$ cat config.mk
export PLATFORM = sky130hd
export DESIGN_NAME = mwf_cell
export DESIGN_NICKNAME = d
export VERILOG_FILES = /design/src/mwf_pkg.sv /design/src/mwf_cell.sv
export SDC_FILE = /design/constraint.sdc
export NUM_CORES = 1
export LEC_CHECK = 0
export BUFFER_PORTS_ARGS = -buffer_cell sky130_fd_sc_hd__buf_2
export CAP_MARGIN = 25
export CORE_ASPECT_RATIO = 2
export CORE_MARGIN = 3
export CORE_UTILIZATION = 40
export DETAILED_ROUTE_END_ITERATION = 8
export GPL_ROUTABILITY_DRIVEN = 0
export PLACE_DENSITY = 0.61
export SLEW_MARGIN = 20
export SYNTH_ARGS = -nofsm -noshare
export SYNTH_HDL_FRONTEND = slang
export SYNTH_SLANG_ARGS = --single-unit
$ cat constraint.sdc
create_clock -name clk -period 5.7 [get_ports clk]
set_input_delay 0.285 -clock clk [delete_from_list [all_inputs] [get_ports clk]]
set_output_delay 0.285 -clock clk [all_outputs]
set_load 0.05 [all_outputs]
$ cat src/mwf_pkg.sv
package mwf_pkg;

  localparam int unsigned WORD_W   = 32;
  localparam int unsigned FACTOR_W = 8;

  // Largest n whose factorial is computed; anything above gets an error result.
  localparam logic [WORD_W-1:0]   FACT_LIMIT   = 32'd170;
  localparam logic [FACTOR_W-1:0] FIRST_FACTOR = 8'd2;

  typedef enum logic [4:0] {
    ST_IDLE  = 5'b00001,
    ST_MUL   = 5'b00010,
    ST_DRAIN = 5'b00100,
    ST_EMIT  = 5'b01000,
    ST_ERR   = 5'b10000
  } state_t;

  typedef struct packed {
    logic                init;
    logic                shift;
    logic                inj_valid;
    logic [FACTOR_W-1:0] inj_factor;
  } cell_ctrl_t;

endpackage

$ cat src/mwf_cell.sv
module mwf_cell (
  input  logic                          clk,
  input  logic                          rst_n,
  input  mwf_pkg::cell_ctrl_t           ctrl,
  input  logic                          init_lsb,
  input  logic [mwf_pkg::WORD_W-1:0]    upper_word,
  input  logic                          mul_valid_i,
  input  logic [mwf_pkg::FACTOR_W-1:0]  factor_i,
  input  logic [mwf_pkg::FACTOR_W-1:0]  carry_i,
  output logic [mwf_pkg::WORD_W-1:0]    word_o,
  output logic                          mul_valid_o,
  output logic [mwf_pkg::FACTOR_W-1:0]  factor_o,
  output logic [mwf_pkg::FACTOR_W-1:0]  carry_o
);

  localparam int unsigned PROD_W = mwf_pkg::WORD_W + mwf_pkg::FACTOR_W;

  logic [mwf_pkg::WORD_W-1:0]   word_r, word_nxt;
  logic                         valid_r;
  logic [mwf_pkg::FACTOR_W-1:0] factor_r;
  logic [mwf_pkg::FACTOR_W-1:0] carry_r;
  logic [PROD_W-1:0]            prod;

  // The factor is below 256 and so is the incoming carry, so the sum fits in 40 bits.
  assign prod = {{mwf_pkg::FACTOR_W{1'b0}}, word_r} * {{mwf_pkg::WORD_W{1'b0}}, factor_i}
              + {{mwf_pkg::WORD_W{1'b0}}, carry_i};

  always_comb begin
    word_nxt = word_r;
    if (ctrl.init) begin
      word_nxt = {{(mwf_pkg::WORD_W-1){1'b0}}, init_lsb};
    end else if (ctrl.shift) begin
      word_nxt = upper_word;
    end else if (mul_valid_i) begin
      word_nxt = prod[mwf_pkg::WORD_W-1:0];
    end
  end

  always_ff @(posedge clk) begin
    word_r <= word_nxt;
    if (mul_valid_i) begin
      factor_r <= factor_i;
      carry_r  <= prod[PROD_W-1:mwf_pkg::WORD_W];
    end
  end

  always_ff @(posedge clk) begin
    if (!rst_n) begin
      valid_r <= 1'b0;
    end else begin
      valid_r <= mul_valid_i;
    end
  end

  assign word_o      = word_r;
  assign mul_valid_o = valid_r;
  assign factor_o    = factor_r;
  assign carry_o     = carry_r;

endmodule

==> impl_metrics.csv <==
group,metric,value,unit
clock_tree,clk_pin_slew,80,ps
die,die_h,239,um
worst_setup_path,critical_path_class,"reg -> reg",
timing,fin_crit_sh,91.2,%
die,ios,112,
worst_setup_path,start_kind,"register",
timing,rsz0062_at_grt,"no",
worst_setup_path,endpoint,"carry_o[6]",
worst_setup_path,worst-r2r-cell-count,18,
placed_design,portBuffers,102,
clock_tree,clock-sinks,49,
clock_tree,cts_buffers,5,
routing,ant_nets,0,
run,cap_violations,0,
status,status,"completed",
timing,fin_crit,5200,ps
finish,num_antenna_cells,0,
routing,via_per_inst,5.26,
logic_synthesis,ys_async_sr_fraction,0,%
clock_tree,cts_tree,"built",
die,core.rowCount,84,
timing,drv_slew,0,
logic_synthesis,yosysTopAreaCell,"fa_1",
clock_tree,clk_path_buf_depth,2,
logic_synthesis,avgSynthCellArea,8.66,sq um
logic_synthesis,synth_compound_area_share,10.4,%
finish,post-route-util,45.1,%
routing,drtIter0Drc,312,
timing,setup_ws,502,ps
logic_synthesis,synth_top_area_share,34.6,%
worst_setup_path,r2r-start,"word_o[6]",
timing,slew_headroom,47.6,%
logic_synthesis,synthTopCellsByArea,"fa_1, and2_1, ha_1, inv_1, dfxtp_1",
routing,routedWlPerCell,18.5,um
worst_setup_path,critPathLaunch,"word_o[6]",
global_routing,grt_pass1_vias,9805,
worst_setup_path,required,5750,ps
clock_tree,cts_resized,0,
logic_synthesis,ys_ff_latch,49,
worst_setup_path,crit_fanout,10,
routing,wl,31.1,mm
clock_tree,hold_buffers,0,
finish,area_growth,9.79,%
placed_design,dp_hpwl,25.1,mm
logic_synthesis,synthXorXnorAreaFrac,2.42,%
logic_synthesis,synth_fa_ha_area_share,44.3,%
worst_setup_path,rr_endpoint,"carry_o[6]",
global_routing,grt_pass1_wl,50.5,mm
global_routing,grt_use_total,22.4,%
die,core_area,26500,sq um
timing,fmax,192,MHz
placed_design,dpl_worst_slack,334,ps
worst_setup_path,crit_path_end_kind,"register",
clock_tree,h-tree-depth,2,
logic_synthesis,synth_flop_cell,"dfxtp_1",
routing,drc,0,
logic_synthesis,yosys.area_share.simple,19.8,%
timing,hold_viol_final,0,
min_path,worstHoldPathType,"in -> reg",
timing,skew,8.32,ps
finish,layout.nets,1673,
die,die-width,123,um
worst_setup_path,rrSetupSlack,500,ps
logic_synthesis,synth_mux_area_share,1.14,%
clock_tree,cts_setup_buffers,0,
timing,setup_violations,0,
timing,tightest_slew,787,ps
routing,via_count,8859,
logic_synthesis,synth_top_family_by_area,"adder cells",
clock_tree,cts_root_buffer,"clkbuf_16",
routing,drt_first_pass_iters,5,
logic_synthesis,synthesis.area,10900,sq um
timing,final.setup.tns,0,ps
global_routing,grt_max_degree,65,
global_routing,grt.overflow.total,0,
logic_synthesis,yosysSeqAreaShare,10.6,%
finish,drive_gt1_share,10.6,%
global_routing,grt_antenna_before_repair,0,
logic_synthesis,synth-edff-count,17,
worst_setup_path,critPathArrivalTime,5250,ps
logic_synthesis,syn_inst,1255,
logic_synthesis,synth_cell_type_count,53,
die,initial_utilization,41.1,%
logic_synthesis,yosysWarningCount,0,
die,fp.dieArea,29300,sq um
clock_tree,clk_latency,310,ps
timing,whs,183,ps
logic_synthesis,syn_nets,1590,
==> worst max-delay path, cell delays in order (launching register included) <==
cell	delay, ps
dfxtp_1	610
nand2_1	140
fa_1	520
inv_1	60
fa_1	500
inv_1	60
fa_1	490
fa_1	490
inv_1	50
ha_1	360
a21oi_1	90
nor2b_1	120
a311o_1	220
a21boi_1	100
buf_4	160
o41ai_4	380
a21oi_2	190
o31ai_1	300
xor2_1	100
==> registers in the layout (all words and copies together) (netlist names) <==
| name | cells |
|---|---|
| word_o | 32 |
| carry_o | 8 |
| factor_o | 8 |
| mul_valid_o | 1 |
==> how the worst min path moves through the flow <==
stage | startpoint | end | slack (ps) | depth (start not counted)
after floorplan | factor_i[0] | factor_o[0] | 380 | 0
after global placement | rst_n | mul_valid_o | 500 | 2
after detailed placement | rst_n | mul_valid_o | 500 | 2
after CTS | rst_n | mul_valid_o | 180 | 2
after global routing | rst_n | mul_valid_o | 190 | 2
final | rst_n | mul_valid_o | 180 | 2
==> synthesized netlist by cell type, types with 16 or more instances <==
library cell	count
clkbuf_1	40
nor2_1	43
edfxtp_1	17
ha_1	84
o21ai_0	19
dfxtp_1	32
inv_1	280
xor2_1	19
fa_1	188
nand2_1	79
a21o_1	16
a21oi_1	65
and2_1	222
==> through the flow <==
| step | cells | area (sq um) |
|---|---|---|
| finish | 1683 | 11900 |
| global route | 1683 | 11900 |
| CTS | 1683 | 11900 |
| detailed placement | 1675 | 11800 |
| global placement | 1675 | 11800 |
| floorplan | 1255 | 10900 |
==> layout make-up <==
cell class	count	area, sq um
clock buffers	6	129
clock inverters	2	13.8
fillers	2762	14500
inverters	280	1050
multi-input cells	879	8490
flip-flops and latches	49	1150
well taps	344	430
repair buffers	123	668
==> cells by family after synthesis <==
logic type,count (synthesis)
buffers and inverters,327
DFF,49
xor gates and xnor gates,30
muxes,12
AOI/OAI and AO/OA,172
and+or+nand+nor,393
adders and majority gates,272
==> metal layers <==
layer / vias up / part of all wire, % / track usage (%)
met5: - / 0 / 0
met4: 0 / 5.6 / 10.8
met3: 106 / 3.6 / 2.60
met2: 250 / 58 / 43.7
met1: 4460 / 33 / 22.8
li1: 4043 / - / -
==> cells in the final DEF, fill, tap and decap left out, drive strengths merged, types with 10 or more instances in the layout <==
cell    netlist  final
inv         280    281
buf           7    123
a21o         16     16
nor3b        10     10
edfxtp       17     17
ha           84     84
fa          188    188
dfxtp        32     32
nand2        79     79
xnor2        11     11
o21ai        20     20
a221oi       11     11
a21oi        68     68
and2        222    222
nor2         43     43
xor2         19     19
Power is not shown: default switching activity piles up to over one toggle a cycle in this logic, so the estimate is an artifact.
