File: config.mk
export PLATFORM = sky130hd
export DESIGN_NAME = mwf_ctrl
export DESIGN_NICKNAME = d
export VERILOG_FILES = /design/src/mwf_pkg.sv /design/src/mwf_ctrl.sv
export SDC_FILE = /design/constraint.sdc
export NUM_CORES = 1
export LEC_CHECK = 0
export BUFFER_PORTS_ARGS = -buffer_cell sky130_fd_sc_hd__buf_2
export CORE_MARGIN = 3
export CORE_UTILIZATION = 51
export CTS_CLUSTER_SIZE = 10
export DETAILED_ROUTE_END_ITERATION = 8
export GPL_TIMING_DRIVEN = 0
export HOLD_SLACK_MARGIN = 0.15
export PLACE_DENSITY = 0.79
export SLEW_MARGIN = 5
export SYNTH_ARGS = -nofsm -noshare
export SYNTH_HDL_FRONTEND = slang
export SYNTH_SLANG_ARGS = --single-unit
File: constraint.sdc
create_clock -name clk -period 2.5 [get_ports clk]
set_input_delay 0.5 -clock clk [delete_from_list [all_inputs] [get_ports clk]]
set_output_delay 0.5 -clock clk [all_outputs]
set_load 0.005 [all_outputs]
File: src/mwf_pkg.sv
package mwf_pkg;

  localparam int unsigned WORD_W   = 32;
  localparam int unsigned FACTOR_W = 8;

  // Largest n whose factorial is computed; anything above gets an error result.
  localparam logic [WORD_W-1:0]   FACT_LIMIT   = 32'd170;
  localparam logic [FACTOR_W-1:0] FIRST_FACTOR = 8'd2;

  typedef enum logic [4:0] {
    ST_IDLE  = 5'b00001,
    ST_MUL   = 5'b00010,
    ST_DRAIN = 5'b00100,
    ST_EMIT  = 5'b01000,
    ST_ERR   = 5'b10000
  } state_t;

  typedef struct packed {
    logic                init;
    logic                shift;
    logic                inj_valid;
    logic [FACTOR_W-1:0] inj_factor;
  } cell_ctrl_t;

endpackage

File: src/mwf_ctrl.sv
module mwf_ctrl #(
  parameter int WORDS = 64
) (
  input  logic                        clk,
  input  logic                        rst_n,
  input  logic                        in_valid,
  output logic                        in_ready,
  input  logic [mwf_pkg::WORD_W-1:0]  n_value,
  output logic                        out_valid,
  input  logic                        out_ready,
  output logic                        last_word,
  output logic                        too_large,
  output mwf_pkg::cell_ctrl_t         ctrl
);

  localparam int unsigned CNT_W = $clog2(WORDS);
  localparam logic [CNT_W-1:0] CNT_LAST = CNT_W'(WORDS - 1);

  mwf_pkg::state_t              state_r, state_nxt;
  logic [mwf_pkg::FACTOR_W-1:0] n_r, n_nxt;
  logic [mwf_pkg::FACTOR_W-1:0] factor_r, factor_nxt;
  logic [CNT_W-1:0]             cnt_r, cnt_nxt;

  always_comb begin
    state_nxt       = state_r;
    n_nxt           = n_r;
    factor_nxt      = factor_r;
    cnt_nxt         = cnt_r;
    in_ready        = 1'b0;
    out_valid       = 1'b0;
    last_word       = 1'b0;
    too_large       = 1'b0;
    ctrl.init       = 1'b0;
    ctrl.shift      = 1'b0;
    ctrl.inj_valid  = 1'b0;
    ctrl.inj_factor = factor_r;
    case (state_r)
      mwf_pkg::ST_IDLE: begin
        in_ready = 1'b1;
        if (in_valid) begin
          if (n_value > mwf_pkg::FACT_LIMIT) begin
            state_nxt = mwf_pkg::ST_ERR;
          end else begin
            ctrl.init  = 1'b1;
            n_nxt      = n_value[mwf_pkg::FACTOR_W-1:0];
            factor_nxt = mwf_pkg::FIRST_FACTOR;
            state_nxt  = mwf_pkg::ST_MUL;
          end
        end
      end
      mwf_pkg::ST_MUL: begin
        // One pass enters the chain per cycle; earlier passes are still moving up.
        if (factor_r <= n_r) begin
          ctrl.inj_valid = 1'b1;
          factor_nxt     = factor_r + 1'b1;
        end else begin
          cnt_nxt   = '0;
          state_nxt = mwf_pkg::ST_DRAIN;
        end
      end
      mwf_pkg::ST_DRAIN: begin
        // Wait until the last pass has reached the top word.
        if (cnt_r == CNT_LAST) begin
          cnt_nxt   = '0;
          state_nxt = mwf_pkg::ST_EMIT;
        end else begin
          cnt_nxt = cnt_r + 1'b1;
        end
      end
      mwf_pkg::ST_EMIT: begin
        out_valid = 1'b1;
        last_word = (cnt_r == CNT_LAST);
        if (out_ready) begin
          ctrl.shift = 1'b1;
          if (cnt_r == CNT_LAST) begin
            state_nxt = mwf_pkg::ST_IDLE;
          end else begin
            cnt_nxt = cnt_r + 1'b1;
          end
        end
      end
      mwf_pkg::ST_ERR: begin
        out_valid = 1'b1;
        last_word = 1'b1;
        too_large = 1'b1;
        if (out_ready) begin
          state_nxt = mwf_pkg::ST_IDLE;
        end
      end
      default: begin
        state_nxt = mwf_pkg::ST_IDLE;
      end
    endcase
  end

  always_ff @(posedge clk) begin
    if (!rst_n) begin
      state_r <= mwf_pkg::ST_IDLE;
      cnt_r   <= '0;
    end else begin
      state_r <= state_nxt;
      cnt_r   <= cnt_nxt;
    end
  end

  always_ff @(posedge clk) begin
    n_r      <= n_nxt;
    factor_r <= factor_nxt;
  end

endmodule

==> results.py <==
metrics = {
    "timing": {
        "fin_crit_ps": 2530,
        "slew_viol_final": 0,
        "setup_slack_ps": -27.2,
        "slew_headroom_pct": 66.8,
        "finalHoldViolCount": 0,
        "setup_tns_ps": -27.2,
        "fin_crit_sh_pct": 101,
        "tightestPinTransition_ps": 497,
        "setup_viol": 1,
        "clock_skew_ps": 3.79,
        "rsz0062_at_grt": "true",
        "fmax_mhz": 396,
    },
    "synth": {
        "syn_area_per_cell_um2": 9.67,
        "async_flop_share_pct": 0,
        "ys_types": 47,
        "netlist_instances": 175,
        "ys_seq_elements": 27,
        "syn_nets": 221,
        "syn_area_um2": 1690,
        "synth_edf_count": 16,
        "yosysSeqAreaShare_pct": 41.4,
        "ys.flop_type": "edfxtp_1",
        "ys.warnings.count": 0,
    },
    "routing": {
        "vias_per_cell": 5.46,
        "detail_route.wl_per_cell_um": 13.1,
        "drc": 0,
        "route.vias.total": 1517,
        "routed_wl_um": 3630,
        "dr.pass1.iters": 4,
        "ant_nets": 0,
        "drtIter0Drc": 91,
    },
    "clock_tree": {
        "cts.clk_slew.worst_paths_ps": 150,
        "root_buffer": "clkbuf_4",
        "ctsHtreeMaxLevel": 1,
        "cts_tree": "yes",
        "clkLatencyLatePin_ps": 340,
        "clock_sinks": 27,
        "cts_buffers": 3,
        "clk_path_buf_depth": 2,
    },
    "global_routing": {
        "grt_max_degree": 16,
        "grt_pass1_vias": 1460,
        "grt_overflow": 0,
        "grt_pass1_wl_um": 6500,
        "antenna_found_initial": 0,
        "grt_use_total_pct": 20.0,
    },
    "status": {
        "violations": "setup timing",
        "status": "complete, but fails checks",
    },
    "pwr": {
        "irDropWorstVdd_uv": 299,
        "p_leak_nw": 0.879,
        "power_density_nw_per_um2": 361,
    },
    "setup_path": {
        "start_kind": "flop",
        "timing.rr.end": "factor_r[3]$_SDFFCE_PN0P_",
        "crit_fanout": 4,
        "critical_path_required_ps": 2000,
        "endpoint": "ctrl[8]",
        "path_class": "flop to output port",
        "worstSetupStartpoint": "factor_r[7]$_SDFFCE_PN0P_",
        "endpoint_kind": "output port",
        "r2r_cells": 7,
        "ff2ff_setup_slack_ps": 170,
        "arrival_ps": 2030,
        "r2r-start": "factor_r[7]$_SDFFCE_PN0P_",
    },
    "hold_path": {
        "hp-start": "n_value[4]",
        "hold_class": "input pin to flop",
    },
    "layout": {
        "layout_common_cells": "buf_2 (49), nor2_1 (17), edfxtp_1 (16)",
        "final_common_cell": "buf_2",
        "finish.instance_area_um2": 2100,
        "drive_gt1_share_pct": 35.0,
        "nFillCells": 279,
        "area_delta_synth_final_pct": 24.0,
        "nets": 281,
        "fin_cells": 278,
        "utilization_pct": 67.6,
        "n_antenna_cell": 0,
    },
    "die": {
        "floorplan.initialDensity_pct": 54.5,
        "dieArea_um2": 4040,
        "coreArea_um2": 3100,
        "dieWidth_um": 63.6,
        "rows": 20,
        "die_h_um": 63.6,
        "ios": 51,
    },
    "run": {
        "maxCapViolations": 0,
    },
    "placed_design": {
        "dpl.hpwl_um": 2770,
        "place.gp.congestion": 0.802,
        "place_ws_ps": -110,
        "place_inst": 268,
        "placed_cell_area_um2": 1990,
        "portBuffers": 49,
    },
}
stage by stage:
step / power, mW / hold WS (ps)
4_1_cts: 0.757 / 338
3_3_place_gp: 0.565 / 469
3_5_place_dp: 0.567 / 486
5_1_grt: 0.789 / 330
2_1_floorplan: 0.526 / 452
6_report: 0.757 / 343
critical path, stage by stage (launching register included):
cell	delay (ps)
edfxtp_1	450
ha_1	360
nand4_1	150
or3_4	430
o31ai_4	70
buf_6	150
buf_6	80
worst min path at each step:
stage | endpoint | slack, ps | cells after the start
6_report | n_r[4]$_DFFE_PP_ | 340 | 1
5_1_grt | n_r[3]$_DFFE_PP_ | 330 | 1
4_1_cts | n_r[4]$_DFFE_PP_ | 340 | 1
3_5_place_dp | cnt_r[5]$_SDFFE_PN0P_ | 490 | 2
3_3_place_gp | cnt_r[5]$_SDFFE_PN0P_ | 470 | 2
2_1_floorplan | cnt_r[5]$_SDFFE_PN0P_ | 450 | 2
synthesized netlist by cell type (5+ instances only):
cell      count  share of area, %
a21oi_1      10               3.0
dfxtp_1      11                13
nor2_1       18               4.0
xor2_1        5               2.6
ha_1         10               7.4
inv_1        11               2.4
nand3_1       9               2.7
nand2_1       7               1.6
edfxtp_1     16                28
o21ai_0       6               1.8
nor4_1        7               2.6
flip-flops by register name, summed over array words and instances (netlist names):
register / count
n_r: 8
state_r: 5
cnt_r: 6
factor_r: 8
cells by family after synthesis:
family / Yosys count / synth area share, %
AO/OA/AOI/OAI: 36 / 14.5
XOR/XNOR: 8 / 4.14
adder cells (fa/ha/maj): 10 / 7.40
buffers and inverters: 17 / 5.40
flip-flops: 27 / 41.4
multiplexers: 2 / 1.18
AND/OR/NAND/NOR: 75 / 26.0
what timing repair did:
action / CTS / global route
pin swaps: 1 / 4
hold buffers: 0 / 0
setup buffers: 3 / 3
setup endpoints to repair: 11 / 10
resized for setup: 1 / 6
final cells by class:
class	count	area [µm²]	area share, %
Sequential cell	27	701	33.4
Timing Repair Buffer	55	297	14.1
Tap cell	44	55.1	2.62
Clock buffer	3	22.5	1.07
Buffer	6	50.0	2.39
Multi-Input combinational cell	131	927	44.2
Inverter	11	41.3	1.97
Clock inverter	1	5.00	0.239
metal layers:
layer  global-route usage (%)  up-vias  part of all wire, %
met4                     7.28        0                  1.8
met5                        0        -                    0
met3                     3.03        7                  5.6
met1                     27.2      686                   47
li1                         -      771                    -
met2                     32.1       53                   45
power by group:
part           internal (mW)  switching (mW)
combinational         0.0429          0.0390
sequential             0.471         0.00549
clock                 0.0593           0.139
No activity file was read; power rests on OpenSTA's default activity.
